==> config.mk <==
export PLATFORM = sky130hd
export DESIGN_NAME = ccomb_stage
export DESIGN_NICKNAME = d
export VERILOG_FILES = /design/src/rtl/core/crc32_combine_engine_assert.svh /design/src/rtl/core/ccomb_pkg.sv /design/src/rtl/core/ccomb_stage.sv
export SDC_FILE = /design/constraint.sdc
export NUM_CORES = 1
export LEC_CHECK = 0
export ABC_AREA = 1
export BUFFER_PORTS_ARGS = -buffer_cell sky130_fd_sc_hd__buf_4
export CAP_MARGIN = 20
export CORE_AREA = 2 2 474 476
export CTS_CLUSTER_SIZE = 12
export DETAILED_ROUTE_END_ITERATION = 10
export DIE_AREA = 0 0 476 478
export GPL_ROUTABILITY_DRIVEN = 0
export PLACE_DENSITY = 0.3
export SYNTH_ARGS = -nofsm -noshare
export SYNTH_HDL_FRONTEND = slang
export SYNTH_SLANG_ARGS = --single-unit
==> constraint.sdc <==
create_clock -name aclk -period 4.8 [get_ports aclk]
set_input_delay 0.24 -clock aclk [delete_from_list [all_inputs] [get_ports aclk]]
set_output_delay 0.24 -clock aclk [all_outputs]
set_load 0.1 [all_outputs]
==> src/rtl/core/crc32_combine_engine_assert.svh <==
// Assertion macros for the CRC-32 combine engine.
// Included by the top level; depends on nothing else.
`ifndef CRC32_COMBINE_ENGINE_ASSERT_SVH
`define CRC32_COMBINE_ENGINE_ASSERT_SVH

// Same-cycle implication, disabled while reset is asserted.
`define CCOMB_ASSERT_NOW(label, clk, rstn, ante, cons, msg) \
    label: assert property (@(posedge clk) disable iff (!(rstn)) (ante) |-> (cons)) \
        else $error(msg);

// Next-cycle implication, disabled while reset is asserted.
`define CCOMB_ASSERT_NEXT(label, clk, rstn, ante, cons, msg) \
    label: assert property (@(posedge clk) disable iff (!(rstn)) (ante) |=> (cons)) \
        else $error(msg);

`endif

==> src/rtl/core/ccomb_pkg.sv <==
// Package for the CRC-32 combine engine: widths, pipeline item type and
// the GF(2) operator functions used to build the constant zero-byte operators.
package ccomb_pkg;

    localparam int CRC_W       = 32;
    localparam int LEN_W       = 32;
    localparam int LENGTH_BITS = 32;
    // Length bits that can matter: the port is only LEN_W wide.
    localparam int LEN_USED    = (LENGTH_BITS < LEN_W) ? LENGTH_BITS : LEN_W;
    localparam logic [CRC_W-1:0] CRC_POLY = 32'hEDB88320;

    // Operator matrix: entry k is the image of input bit k.
    typedef logic [CRC_W-1:0][CRC_W-1:0] mat_t;

    // One item traveling down the pipeline.
    typedef struct packed {
        logic                valid;
        logic                nz;      // masked length was nonzero
        logic [CRC_W-1:0]    crc;     // running first CRC
        logic [CRC_W-1:0]    crc2;    // second CRC, XORed in at the end
        logic [LEN_USED-1:0] len;     // remaining length bits, LSB is next
    } stage_t;

    // Matrix times vector over GF(2).
    function automatic logic [CRC_W-1:0] gf_apply(mat_t m, logic [CRC_W-1:0] v);
        logic [CRC_W-1:0] acc;
        acc = '0;
        for (int k = 0; k < CRC_W; k++) begin
            if (v[k]) begin
                acc = acc ^ m[k];
            end
        end
        return acc;
    endfunction

    // Matrix squared.
    function automatic mat_t gf_square(mat_t m);
        mat_t r;
        for (int k = 0; k < CRC_W; k++) begin
            r[k] = gf_apply(m, m[k]);
        end
        return r;
    endfunction

    // Operator that advances a CRC over 2**k zero bytes (2**(k+3) zero bits).
    // Only called with constant arguments, evaluated at elaboration.
    function automatic mat_t zero_op(int k);
        mat_t m;
        m[0] = CRC_POLY;
        for (int i = 1; i < CRC_W; i++) begin
            m[i] = CRC_W'(1) << (i - 1);
        end
        for (int i = 0; i < k + 3; i++) begin
            m = gf_square(m);
        end
        return m;
    endfunction

endpackage

==> src/rtl/core/ccomb_stage.sv <==
// One pipeline stage of the CRC-32 combine engine: applies a fixed
// zero-byte operator when the current length bit is set. Uses ccomb_pkg.
module ccomb_stage
    import ccomb_pkg::*;
(
    input  logic   aclk,
    input  logic   aresetn,
    input  logic   en,        // pipeline advance
    input  mat_t   op,        // constant operator for this length bit
    input  stage_t item_in,
    output stage_t item_out
);

    stage_t stage_reg;
    stage_t stage_next;

    // Apply the operator on a set length bit, then move to the next bit.
    always_comb begin
        stage_next     = item_in;
        stage_next.len = item_in.len >> 1;
        if (item_in.len[0]) begin
            stage_next.crc = gf_apply(op, item_in.crc);
        end
    end

    // Valid bit: cleared by reset.
    always_ff @(posedge aclk) begin
        if (!aresetn) begin
            stage_reg.valid <= 1'b0;
        end else if (en) begin
            stage_reg.valid <= stage_next.valid;
        end
    end

    // Payload: no reset.
    always_ff @(posedge aclk) begin
        if (en) begin
            stage_reg.nz   <= stage_next.nz;
            stage_reg.crc  <= stage_next.crc;
            stage_reg.crc2 <= stage_next.crc2;
            stage_reg.len  <= stage_next.len;
        end
    end

    assign item_out = stage_reg;

endmodule

==> metrics.yaml <==
status:
  outcome: "finished clean"
clocking:
  cts_setup_buffers: 0
  cts_buffers: 9
  htreeDepth: 3
  clk_pin_slew_ns: 0.09
  numClockSinks: 97
  clkLatencyLatePin_ns: 0.43
  cts_buffer_depth: 2
  ctsRootBufferMaster: "clkbuf_16"
  cts_tree: "done"
setup_path:
  path_class: "in -> reg"
  reg2reg_slack_ns: 3.60
  slowest_delay_ns: 0.63
  cp_common_cell: "nand2_1"
  cp_slowest_cell: "buf_4"
  crit_chain: "buf_4 -> nand2_1 -> xnor2_1 -> or2_1 -> nand2_1 -> nand2_1 -> nand2_1 -> nand3_1 -> nand2_1 -> nand3_1 -> nand3_1 -> nand2_1"
  reg2reg_depth: 3
  rr_endpoint: "item_out[97]"
  worstPathRequired_ns: 5.00
  worst-endpoint-arrival_ns: 2.76
  start_kind: "input pin"
  cp-end-kind: "flip-flop"
  critical_path.max_fanout: 35
  r2r_start: "item_out[97]"
yosys:
  synth_area_um2: 22300
  synth_nets: 4931
  synth_common_cells: "nand2_1 (2,121), xnor2_1 (368), xor2_1 (306)"
  synthCells: 3806
  yosys_register_bits: 97
  synth.distinct_cells: 29
  synth_most_common_cell: "nand2_1"
  synthArstFlopShare: 0
  synth_top_cell_by_area: "nand2_1"
  synth_top_area_frac: 0.357
  synth.avg_cell_area_um2: 5.87
  synth_warnings: 0
  synth.area.top_cells: "nand2_1 (36%), xnor2_1 (14%), edfxtp_1 (13%)"
  seq_area_frac_synth: 0.130
  synthFlopType: "edfxtp_1"
  synth_edf_count: 96
timing:
  max_freq_ghz: 0.390
  fin_skew_ns: 0
  drv_slew: 0
  fin_setup_tns_ns: 0
  timing.hold.ws_ns: 0.207
  min_period_ns: 2.56
  rsz0062_at_grt: "false"
  finalCritPeriodShare: 0.534
  hold_viol_final: 0
  setup_viol: 0
  max-slew-margin-rel: 0.407
  tightest_slew_ns: 0.889
power:
  total_power_uw: 7430
  p_leak_uw: 0.0179
  power_density_nw_per_um2: 210
  vdd_drop_max_uv: 209
finish:
  largest_reg_flops: 97
  nFillCells: 25990
  drive_above_1_share: 0.266
  syn_to_final_growth_pct: 58.3
  fin_util: 0.158
  finalNetCount: 6117
  final_cells: 8020
floorplan:
  rows: 174
  dieHeight_um: 478
  die_w_um: 476
  coreArea_um2: 223000
  start_util: 0.100
  ios: 1223
  die_area_um2: 228000
routing:
  vias_per_cell: 3.47
  num_vias: 27811
  first_pass_iters: 5
  drt-total-wl_um: 202000
  final_antenna_net_count: 0
  drt-initial-drc-count: 1381
  drc: 0
  drt-wirelength-per-cell_um: 25.2
hold_path:
  hp-class: "in -> reg"
  whs_path_depth: 1
  hp-start: "en"
  min_to: "item_out[46]"
global_routing:
  grt_first_pass_wirelength_um: 253000
  grt_max_degree: 40
  antenna_found_initial: 88
  gr-usage-all-layers: 0.170
  grt_overflow_total: 0
  grt_pass1_vias: 27058
run:
  cap_violations: 0
placed_design:
  place_inst: 7907
  dpl.hpwl_um: 174000
  io_buffer_count: 1221
[worst max-delay path: cells and delay by family]
family	cells	cell delay (ns)
buffers and inverters	1	0.63
xor gates and xnor gates	1	0.19
and+or+nand+nor	10	1.66
[stage by stage]
stage	worst slack [ns]	instance area, um^2
final	2.24	35300
after global routing	2.04	35300
after CTS	2.20	35300
after detailed placement	1.66	34300
after global placement	1.68	34300
after floorplan	3.13	22300
[worst max-delay path by stage]
| stage | from | to | slack (ns) | cells after the start |
|---|---|---|---|---|
| floorplan | item_in[69] | item_out[82] | 3.13 | 14 |
| detailed placement | item_in[74] | item_out[67] | 1.66 | 12 |
| global route | item_in[77] | item_out[86] | 2.04 | 12 |
| global placement | item_in[74] | item_out[67] | 1.68 | 12 |
| finish | item_in[77] | item_out[86] | 2.24 | 12 |
| CTS | item_in[67] | item_out[64] | 2.20 | 15 |
[final cells by class]
type	count	area, um^2	area share
multi-input combinational	3274	17200	0.486
timing repair buffer	1312	10000	0.283
tap	2992	3740	0.106
sequential	97	2900	0.0821
inverter	298	1120	0.0316
clock buffer	9	225	0.00637
clock inverter	7	82.6	0.00234
antenna	31	77.6	0.00219
[kinds of logic (layout without fill, tap and decap cells)]
family / after synthesis / count (layout) / share of synthesized area
DFF: 97 / 97 / 0.130
and+or+nand+nor: 2536 / 2536 / 0.460
buffers and inverters: 435 / 1626 / 0.101
other: 1 / 32 / 0.000168
xor gates and xnor gates: 732 / 732 / 0.308
AOI/OAI and AO/OA: 5 / 5 / 0.00134
[repair_timing]
action	CTS	global route
hold buffers	66	0
hold endpoints to repair	65	0
resized for setup	0	0
[report_power, final]
group / total, uW / internal [uW] / switching (uW)
Sequential: 1090 / 1050 / 34.5
Clock: 940 / 418 / 522
Combinational: 5400 / 1800 / 3600
[layer usage]
| layer | GRT usage | routed length, um | part of all wire | up-vias |
|---|---|---|---|---|
| met5 | 0 | 261 | 0.0013 | - |
| li1 | - | - | - | 13897 |
| met4 | 0.0433 | 4900 | 0.024 | 42 |
| met1 | 0.197 | 80700 | 0.40 | 12624 |
| met3 | 0.0462 | 15800 | 0.078 | 162 |
| met2 | 0.306 | 100000 | 0.50 | 1086 |
[cells in the final DEF (no fill, tap or decap), types with 2 or more instances in the layout]
cell,n
nand2_1,2121
buf_4,1245
xnor2_1,368
xor2_1,306
inv_1,297
nand3_1,269
edfxtp_1,96
nand3b_1,74
dlygate4sd3_1,66
xnor2_2,39
diode_2,31
nor2_1,25
nand4_1,21
xor2_2,15
nand2_2,9
clkbuf_16,9
or2_1,6
nand2b_1,6
a21o_1,2
nand2_4,2
xnor2_4,2
xnor3_1,2
o21ai_0,2
inv_6,2
inv_8,2
No activity file was read; power rests on OpenSTA's default activity.
